--- config.mk ---
export PLATFORM = sky130hd
export DESIGN_NAME = gwns_ctrl
export DESIGN_NICKNAME = d
export VERILOG_FILES = /design/src/rtl/core/gwns_pkg.sv /design/src/rtl/core/gwns_ctrl.sv
export SDC_FILE = /design/constraint.sdc
export NUM_CORES = 1
export LEC_CHECK = 0
export BUFFER_PORTS_ARGS = -buffer_cell sky130_fd_sc_hd__buf_4
export CAP_MARGIN = 20
export CORE_AREA = 2 2 39 41
export DETAILED_ROUTE_END_ITERATION = 8
export DIE_AREA = 0 0 41 43
export SLEW_MARGIN = 20
export SYNTH_ARGS = -nofsm -noshare
export SYNTH_HDL_FRONTEND = slang
export SYNTH_SLANG_ARGS = --single-unit
--- constraint.sdc ---
create_clock -name clk -period 1.55 [get_ports clk]
set_clock_uncertainty 0.15 [all_clocks]
set_input_delay 0.2325 -clock clk [delete_from_list [all_inputs] [get_ports clk]]
set_output_delay 0.2325 -clock clk [all_outputs]
set_load 0.05 [all_outputs]
--- src/rtl/core/gwns_pkg.sv ---
// Shared types and constants for the grid window neighbour scan core.
`default_nettype none

package gwns_pkg;

	// Grid geometry and field widths.
	localparam int GRID_SIDE_MAX    = 64;
	localparam int MAX_VICINITY     = 3;
	localparam int OCCUPANT_ID_BITS = 16;
	localparam int COORD_W          = $clog2(GRID_SIDE_MAX);
	localparam int CELL_AW          = 2 * COORD_W;
	localparam int EXT_W            = 7;
	localparam int VIC_W            = 2;
	localparam int CNT_W            = 6;
	localparam int MAX_HITS         = (2 * MAX_VICINITY + 1) * (2 * MAX_VICINITY + 1);
	localparam int MEM_W            = OCCUPANT_ID_BITS + 1;

	// Configuration port.
	localparam int PADDR_W          = 3;
	localparam int PDATA_W          = 32;
	localparam logic REG_GRID_EXTENT = 1'b0;
	localparam logic [EXT_W-1:0] EXTENT_RESET = EXT_W'(GRID_SIDE_MAX);

	// Request kinds.
	typedef enum logic [1:0] {
		REQ_WRITE     = 2'd0,
		REQ_COUNT     = 2'd1,
		REQ_LIST_OCC  = 2'd2,
		REQ_LIST_FREE = 2'd3
	} req_kind_t;

	// Input word.
	typedef struct packed {
		req_kind_t                     req_type;
		logic [COORD_W-1:0]            pos_x;
		logic [COORD_W-1:0]            pos_y;
		logic [VIC_W-1:0]              vicinity;
		logic                          include_center;
		logic                          cell_occupied;
		logic [OCCUPANT_ID_BITS-1:0]   occupant_in;
	} req_word_t;

	// Result word.
	typedef struct packed {
		logic                          entry_valid;
		logic                          out_of_range;
		logic [COORD_W-1:0]            cell_x;
		logic [COORD_W-1:0]            cell_y;
		logic [OCCUPANT_ID_BITS-1:0]   occupant_out;
		logic [CNT_W-1:0]              hit_count;
		logic                          last;
	} rsp_word_t;

	// Controller states.
	typedef enum logic [2:0] {
		ST_CLEAR  = 3'd0,
		ST_IDLE   = 3'd1,
		ST_START  = 3'd2,
		ST_SCAN   = 3'd3,
		ST_FINISH = 3'd4
	} state_t;

	// Commands from controller to datapath.
	typedef struct packed {
		logic clear_en;
		logic ready;
		logic start;
		logic scan;
		logic finish;
	} cmd_t;

	// Status from datapath to controller.
	typedef struct packed {
		logic clear_last;
		logic oor;
		logic is_write;
		logic scan_empty;
		logic out_free;
	} sts_t;

endpackage

`default_nettype wire

--- src/rtl/core/gwns_ctrl.sv ---
// Controller state machine for the grid window neighbour scan core.
`default_nettype none

module gwns_ctrl (
	input  wire logic          clk,
	input  wire logic          arst_n,
	input  wire logic          req_valid,
	input  wire gwns_pkg::sts_t sts,
	output gwns_pkg::cmd_t     cmd
);

	gwns_pkg::state_t state_q;
	gwns_pkg::state_t state_next;

	// State register; reset starts the clearing pass.
	always_ff @(posedge clk or negedge arst_n) begin
		if (!arst_n) begin
			state_q <= gwns_pkg::ST_CLEAR;
		end else begin
			state_q <= state_next;
		end
	end

	// Next state and commands.
	always_comb begin
		state_next = state_q;
		cmd        = '0;
		case (state_q)
			gwns_pkg::ST_CLEAR: begin
				cmd.clear_en = 1'b1;
				if (sts.clear_last) begin
					state_next = gwns_pkg::ST_IDLE;
				end
			end
			gwns_pkg::ST_IDLE: begin
				cmd.ready = 1'b1;
				if (req_valid) begin
					state_next = gwns_pkg::ST_START;
				end
			end
			gwns_pkg::ST_START: begin
				cmd.start = 1'b1;
				if (sts.oor || sts.is_write) begin
					state_next = gwns_pkg::ST_FINISH;
				end else begin
					state_next = gwns_pkg::ST_SCAN;
				end
			end
			gwns_pkg::ST_SCAN: begin
				cmd.scan = 1'b1;
				if (sts.scan_empty) begin
					state_next = gwns_pkg::ST_FINISH;
				end
			end
			gwns_pkg::ST_FINISH: begin
				cmd.finish = 1'b1;
				if (sts.out_free) begin
					state_next = gwns_pkg::ST_IDLE;
				end
			end
			default: begin
				state_next = gwns_pkg::ST_IDLE;
			end
		endcase
	end

endmodule

`default_nettype wire

After elaboration in Yosys (flattened, before gate mapping)
Index checks and enable logic that the tools add are counted.
{"block": "op_classes", "n_lt_le_gt_ge": 0, "n_reduce_logical": 3, "shift": 0, "multipliers": 0, "n_bitwise": 0, "eq_ne": 8, "n_mux": 11, "div": 0, "add_sub_neg": 0}
{"op": "$mux W3", "n": 5}
{"op": "$pmux W3 S5", "n": 1}
{"op": "$ne A2 B2 Y1 const B", "n": 4}
{"op": "$eq A3 B2 Y1 const B", "n": 2}
{"op": "$mux W1", "n": 5}
{"op": "$reduce_and A4 Y1", "n": 1}
{"op": "$eq A3 B1 Y1 const B", "n": 1}
{"op": "$eq A3 B3 Y1 const B", "n": 1}
{"op": "$logic_not A3 Y1", "n": 1}
{"op": "$logic_or A1 B1 Y1", "n": 1}
{"block": "word_totals", "ramBits": 0, "reg_bits": 3, "input_bits": 8, "wordCells": 23, "latch_bits": 0, "n_memories": 0, "out_inout_bits": 5, "romBits": 0}

Logic depth before layout (Yosys ltp)
Gate-level depths: netlist of the first run.
{"block": "logic_depth", "ltp_word": 3, "depth_mapped": 4, "mapped_depth_nobuf": 4}

Worst setup path before layout of the first run
Ideal clock, no wire load.
{"block": "synth_timing", "kind": "reg-to-reg", "start": "reg state_q[0]", "end": "reg state_q[1]", "path_buffers": 0, "t_required_ps": 1320, "arrival_time_ps": 1966, "stages_incl_launch_ff": 5, "synth_period_minus_slack_ps": 2196, "path_slack_ps": -646, "setup_time_ps": 80, "path_cell_list": "dfrtp_1 bufinv_8 nor3_1 nor2_1 o2bb2ai_1"}
{"block": "synth_between", "elab_chain_len": 3, "word_cells_on_any_way": 11, "cone_classes": "eq/ne: 8; mux: 1; reduce/logical: 2"}
{"item": "from (decl)", "line_no": "gwns_ctrl.sv:12", "rtl": "gwns_pkg::state_t state_q;"}
{"item": "from (signal assigned)", "line_no": "gwns_ctrl.sv:18", "rtl": "state_q <= gwns_pkg::ST_CLEAR;"}
{"item": "from (signal assigned)", "line_no": "gwns_ctrl.sv:20", "rtl": "state_q <= state_next;"}
{"item": "$eq A3 B2 Y1, or another cell as far along", "line_no": "gwns_ctrl.sv:28", "rtl": "case (state_q)"}
{"item": "$ne A2 B2 Y1 (no source line)"}
{"item": "$reduce_and A4 Y1 (no source line)"}
Parallel ways exist; a longest one is shown, timed or not.
A chain may end at the register's enable or synchronous reset.

Worst setup path after layout of the first run
{"block": "layout_timing", "start": "reg state_q[1]", "end": "reg state_q[0]"}
The elaborated chain is that of the path after synthesis.

==> results.toml, run 1 <==
[status]
status = "finished with violations"
violations = "setup timing"

[sta]
fin_crit_ns = 1.66
slew_violations = 0
slew-limit-headroom_pct = 77.5
final-setup-viol-count = 8
fin_ws_ns = -0.113
worst_slew_pin_slew_ns = 0.334
timing.fmax_mhz = 601
hold-worst-slack_ns = 0.115
min_period_over_period_pct = 107
hold_viol = 0
rsz0062_at_grt = "yes"

[synth]
synth.distinct_cells = 18
synth_top_family_by_area = "simple AND/OR/NAND/NOR gates"
synth_top_area_cell = "dfrtp_1"
synth.area.mux_share_pct = 4.57
synth_area_leaders = "dfrtp_1 (34%), bufinv_8 (8.0%), nor3_1 (6.9%)"
synth_compound_area_share_pct = 20.6
yosys.area_share.adder_pct = 0
synthXorXnorAreaFrac_pct = 0
synth_simple_gate_area_share_pct = 30.9
synth_top_area_share_pct = 34.3
seq_area_frac_synth_pct = 34.3
synth_nets = 31
ys_warn_count = 0
syn_area_sq_um = 219
ys_ff_latch = 3
synth_area_per_cell_sq_um = 9.52
synthCells = 23

[die]
die_y_um = 43
dieWidth_um = 41
initial_utilization_pct = 15.8
io_pins = 13
rows = 14
die_area_sq_mm = 0.00176
core_sq_mm = 0.00138

[finish]
drive_gt1_share_pct = 84.2
postLayoutCellArea_sq_um = 616
reg_top3 = "state_q: 3 flops"
final_cells = 73
layout_commonest_cell = "buf_4"
nets = 66
syn_to_final_growth_pct = 181
largest_register_ffs = 3
final_cell_mix = "buf_4 (20), buf_6 (7), clkbuf_4 (3), dfrtp_2 (3)"
top_register = "state_q"
diodes = 0

[clock_network]
ctsHtreeMaxLevel = 1
cts_made_buffers = 3
clk_pin_slew_ns = 0.04
cts.sinks = 3
cts_tree = "done"
root_buffer = "clkbuf_4"
clk_latency_ns = 0.24
clockBufferDepth = 2

[global_route]
grt_max_degree = 6
grt_remaining_overflow = 0
groute.usage.overall_pct = 11.7
antenna_found_initial = 0
grt_pass1_wl_um = 1310
grt_pass1_vias = 300

[place]
placed_cell_area_sq_um = 429
place.gp.congestion = 0.790
portBuffers = 12
placed_cells = 60
dp_hpwl_um = 508

[detailed_routing]
viasPerCell = 4.22
wl_per_cell_um = 12.1
routed_wl_um = 886
postRouteAntennaNets = 0
drt_first_pass_iters = 2
drc_errors = 0
drt_iter0_drc = 1
vias = 308

[pwr]
comb_power_share_pct = 79.1
seq_power_share_pct = 11.6
powerDensity_mw_per_mm2 = 2480
p_switching_uw = 676
swShare_pct = 44.2
internal-power_uw = 853
clkPwrFrac_pct = 9.3
vdd_drop_max_mv = 0.767
leakage_uw = 0.000283

[critical_path]
crit_arrival_ns = 1.67
cp-start-kind = "flip-flop"
r2r_cells = 4
rr_startpoint = "state_q[1]$_DFFE_PN0P_"
r2r_end = "state_q[0]$_DFFE_PN0P_"
crit_slowest_cell = "or4b_4"
worst_setup_path_end_kind = "flip-flop"
crit_chain = "or4b_4, o41ai_2, a211o_4, mux2i_1"
rrSetupSlack_ns = -0.11
critPathRequiredTime_ns = 1.55
slowest_delay_ns = 0.56
crit_type = "flip-flop to flip-flop"
critPathLaunch = "state_q[1]$_DFFE_PN0P_"
critPathMaxFanout = 5

[job]
maxCapViolCount = 0

[worst_hold_path]
hp-start = "sts[1]"
min_path_type = "primary input to flip-flop"
worstHoldEndpoint = "state_q[1]$_DFFE_PN0P_"
hold_depth = 3
-- worst max-delay path: cells and delay by family (launching register included) --
family	cells	cell delay, ns
AND/OR/NAND/NOR	1	0.56
AO/OA/AOI/OAI	2	0.27
multiplexers	1	0.18
flip-flops	1	0.43
-- metal layers --
| metal | global-route usage (%) | vias up | share of wire (%) |
|---|---|---|---|
| met5 | 0 | - | 0 |
| li1 | - | 155 | - |
| met4 | 2.00 | 0 | 0.79 |
| met1 | 14.9 | 139 | 39 |
| met2 | 16.3 | 12 | 53 |
| met3 | 7.85 | 2 | 6.5 |
-- power by group through the flow --
stage               combinational, uW  clock [uW]  sequential (uW)
global placement                  842           0              162
finish                           1210         142              178
floorplan                         507           0              184
CTS                              1090         148              171
detailed placement                844           0              165
global route                     1270         159              184
-- logic make-up (layout without fill, tap and decap cells) --
family	after synthesis	count (layout)
buf+inv	2	36
flops	3	3
simple gates	11	11
compound gates	6	6
mux	1	1
-- metrics by stage --
| step | power, uW | util, % | setup WS [ns] | TNS [ns] |
|---|---|---|---|---|
| floorplan | 691 | - | -0.207 | -0.612 |
| detailed placement | 1010 | 31.0 | -0.109 | -0.179 |
| finish | 1530 | 44.5 | -0.113 | -0.498 |
| global placement | 1000 | 31.0 | -0.0534 | -0.0793 |
| CTS | 1410 | 40.6 | -0.121 | -0.567 |
| global route | 1620 | 44.5 | -0.175 | -0.898 |
-- cell type report --
class,instances,area (sq um)
multi-input cells,18,201
fillers,141,768
well taps,16,20.0
inverters,2,15.0
flip-flops and latches,3,78.8
repair buffers,30,274
clock buffers,4,26.3
-- cells in the mapped netlist --
cell type	n
mux2i_1	1
bufinv_8	1
nor4_1	1
o2bb2ai_1	1
dfrtp_1	3
or2b_2	1
nor2_2	1
or4b_1	1
nor3_1	3
a211o_2	1
a21oi_1	1
nor3b_1	1
nor2b_1	1
o21ai_0	1
nor2_1	2
o41ai_1	1
inv_2	1
o31ai_1	1
-- worst max-delay path by stage --
stage | endpoint | slack, ns | cells past startpoint
4_1_cts | cmd[0] | -0.12 | 4
3_5_place_dp | state_q[0]$_DFFE_PN0P_ | -0.11 | 4
2_1_floorplan | state_q[1]$_DFFE_PN0P_ | -0.21 | 4
3_3_place_gp | state_q[0]$_DFFE_PN0P_ | -0.05 | 4
6_report | state_q[0]$_DFFE_PN0P_ | -0.11 | 4
5_1_grt | state_q[0]$_DFFE_PN0P_ | -0.18 | 4
-- timing repair --
| item | in CTS | in global routing |
|---|---|---|
| endpoints found under the hold margin | 3 | 0 |
| pin swaps | 4 | 5 |
| hold buffers | 1 | 0 |
| setup buffers | 6 | 2 |
| gates resized for setup | 12 | 7 |
| setup endpoints to repair | 8 | 8 |
No activity file was read; power rests on OpenSTA's default activity.
==> run 2: changes to the inputs <==
CORE_AREA = 3 3 40 42   (was 2 2 39 41)
DIE_AREA = 0 0 43 45   (was 0 0 41 43)
==> results.toml, run 2 (synthesized netlist as in run 1, its figures left out) <==
[critical_path]
critPathMaxFanout = 3
rrSetupSlack_ns = -0.08
critPathLaunch = "state_q[1]$_DFFE_PN0P_"
crit_arrival_ns = 1.63
critPathRequiredTime_ns = 1.55
rr_startpoint = "state_q[1]$_DFFE_PN0P_"
worst_setup_path_end_kind = "flip-flop"
cp-start-kind = "flip-flop"
endpoint = "state_q[0]$_DFFE_PN0P_"
crit_type = "flip-flop to flip-flop"
r2r_cells = 4
r2r_end = "state_q[0]$_DFFE_PN0P_"

[finish]
postLayoutCellArea_sq_um = 549
nets = 57
syn_to_final_growth_pct = 151
drive_gt1_share_pct = 81.3
diodes = 0
largest_register_ffs = 3
final_util_pct = 42.7
layout_commonest_cell = "buf_4"
reg_top3 = "state_q: 3 flops"
top_register = "state_q"
final_cell_mix = "buf_4 (13), buf_6 (6), nor3_4 (3), clkbuf_4 (3)"

[clock_network]
clk_latency_ns = 0.24
cts_tree = "done"
clockBufferDepth = 2
cts_made_buffers = 3
clk_pin_slew_ns = 0.04
ctsHtreeMaxLevel = 1
cts.sinks = 3
root_buffer = "clkbuf_4"

[sta]
slew-limit-headroom_pct = 81.2
fin_ws_ns = -0.0783
hold_viol = 0
final-setup-viol-count = 6
worst_slew_pin_slew_ns = 0.279
fin_crit_ns = 1.63
slew_violations = 0
min_period_over_period_pct = 105
rsz0062_at_grt = "yes"
finalSetupTns_ns = -0.249
timing.fmax_mhz = 614

[place]
placed_cell_area_sq_um = 390
dp_hpwl_um = 506
place.gp.congestion = 0.762
portBuffers = 12

[die]
core_sq_mm = 0.00128
dieWidth_um = 43
initial_utilization_pct = 17.0
die_y_um = 45
io_pins = 13
die_area_sq_mm = 0.00194
rows = 13

[global_route]
antenna_found_initial = 0
grt_pass1_vias = 300
grt_pass1_wl_um = 1210
groute.usage.overall_pct = 8.77
grt_max_degree = 7
grt_remaining_overflow = 0

[detailed_routing]
vias = 278
viasPerCell = 4.41
drc_errors = 0
postRouteAntennaNets = 0
wl_per_cell_um = 12.3
drt_first_pass_iters = 2
drt_iter0_drc = 3
routed_wl_um = 772

[pwr]
p_switching_uw = 630
comb_power_share_pct = 77.8
powerDensity_mw_per_mm2 = 2450
vdd_drop_max_mv = 0.976
seq_power_share_pct = 11.8
swShare_pct = 46.8
clkPwrFrac_pct = 10.4
leakage_uw = 0.000240
internal-power_uw = 715

[worst_hold_path]
min_path_type = "primary input to flip-flop"

[status]
violations = "setup timing"
status = "finished with violations"

[job]
maxCapViolCount = 0
[run 2: layout make-up]
class | count | area (sq um)
timing repair buffer | 21 | 190
sequential | 3 | 77.6
tap | 15 | 18.8
fill | 124 | 736
inverter | 2 | 21.3
clock buffer | 4 | 26.3
multi-input combinational | 18 | 215
[run 2: critical path, cell delays in order (launching register included)]
cell     delay (ns)
dfrtp_2        0.41
or4b_4         0.56
o41ai_2        0.08
a211o_4        0.17
mux2i_1        0.18
[run 2: what timing repair did]
action | 4_1_cts | 5_1_grt
hold endpoints to repair | 3 | 0
buffers inserted | 4 | 0
cloned | 0 | 0
endpoints found under the setup margin | 7 | 8
hold buffers | 1 | 0
gates resized for setup | 10 | 9
pin swaps | 3 | 1
[run 2: per-stage QoR]
step | std cells | hold slack, ns | total power [uW] | worst slack, ns
after floorplan | 23 | -0.213 | 691 | -0.207
after global placement | 54 | -0.126 | 917 | -0.0527
after detailed placement | 54 | -0.125 | 923 | -0.0641
after CTS | 63 | 0.123 | 1230 | -0.0394
after global routing | 63 | 0.115 | 1430 | -0.108
final | 63 | 0.127 | 1350 | -0.0783
[run 2: worst min-delay path by stage]
stage | slack (ns) | startpoint | to | cells past startpoint
2_1_floorplan | -0.21 | arst_n | state_q[0]$_DFFE_PN0P_ | 0
3_5_place_dp | -0.12 | arst_n | state_q[0]$_DFFE_PN0P_ | 1
5_1_grt | 0.12 | sts[1] | state_q[1]$_DFFE_PN0P_ | 3
6_report | 0.13 | sts[1] | state_q[1]$_DFFE_PN0P_ | 3
3_3_place_gp | -0.13 | arst_n | state_q[0]$_DFFE_PN0P_ | 1
4_1_cts | 0.12 | sts[1] | state_q[1]$_DFFE_PN0P_ | 3
[run 2: power by group through the flow]
stage          registers, uW  clock network [uW]  logic [uW]
6_report                 159                 140        1050
5_1_grt                  164                 163        1100
4_1_cts                  154                 144         930
3_5_place_dp             160                   0         763
3_3_place_gp             160                   0         757
2_1_floorplan            184                   0         507
[run 2: metal layers]
layer / vias up / GRT usage (%) / routed length [um]
met5: - / 0 / 0
met4: 0 / 3.61 / 0
met3: 0 / 5.18 / 53
met2: 11 / 14.4 / 394
met1: 129 / 9.25 / 325
li1: 138 / - / -
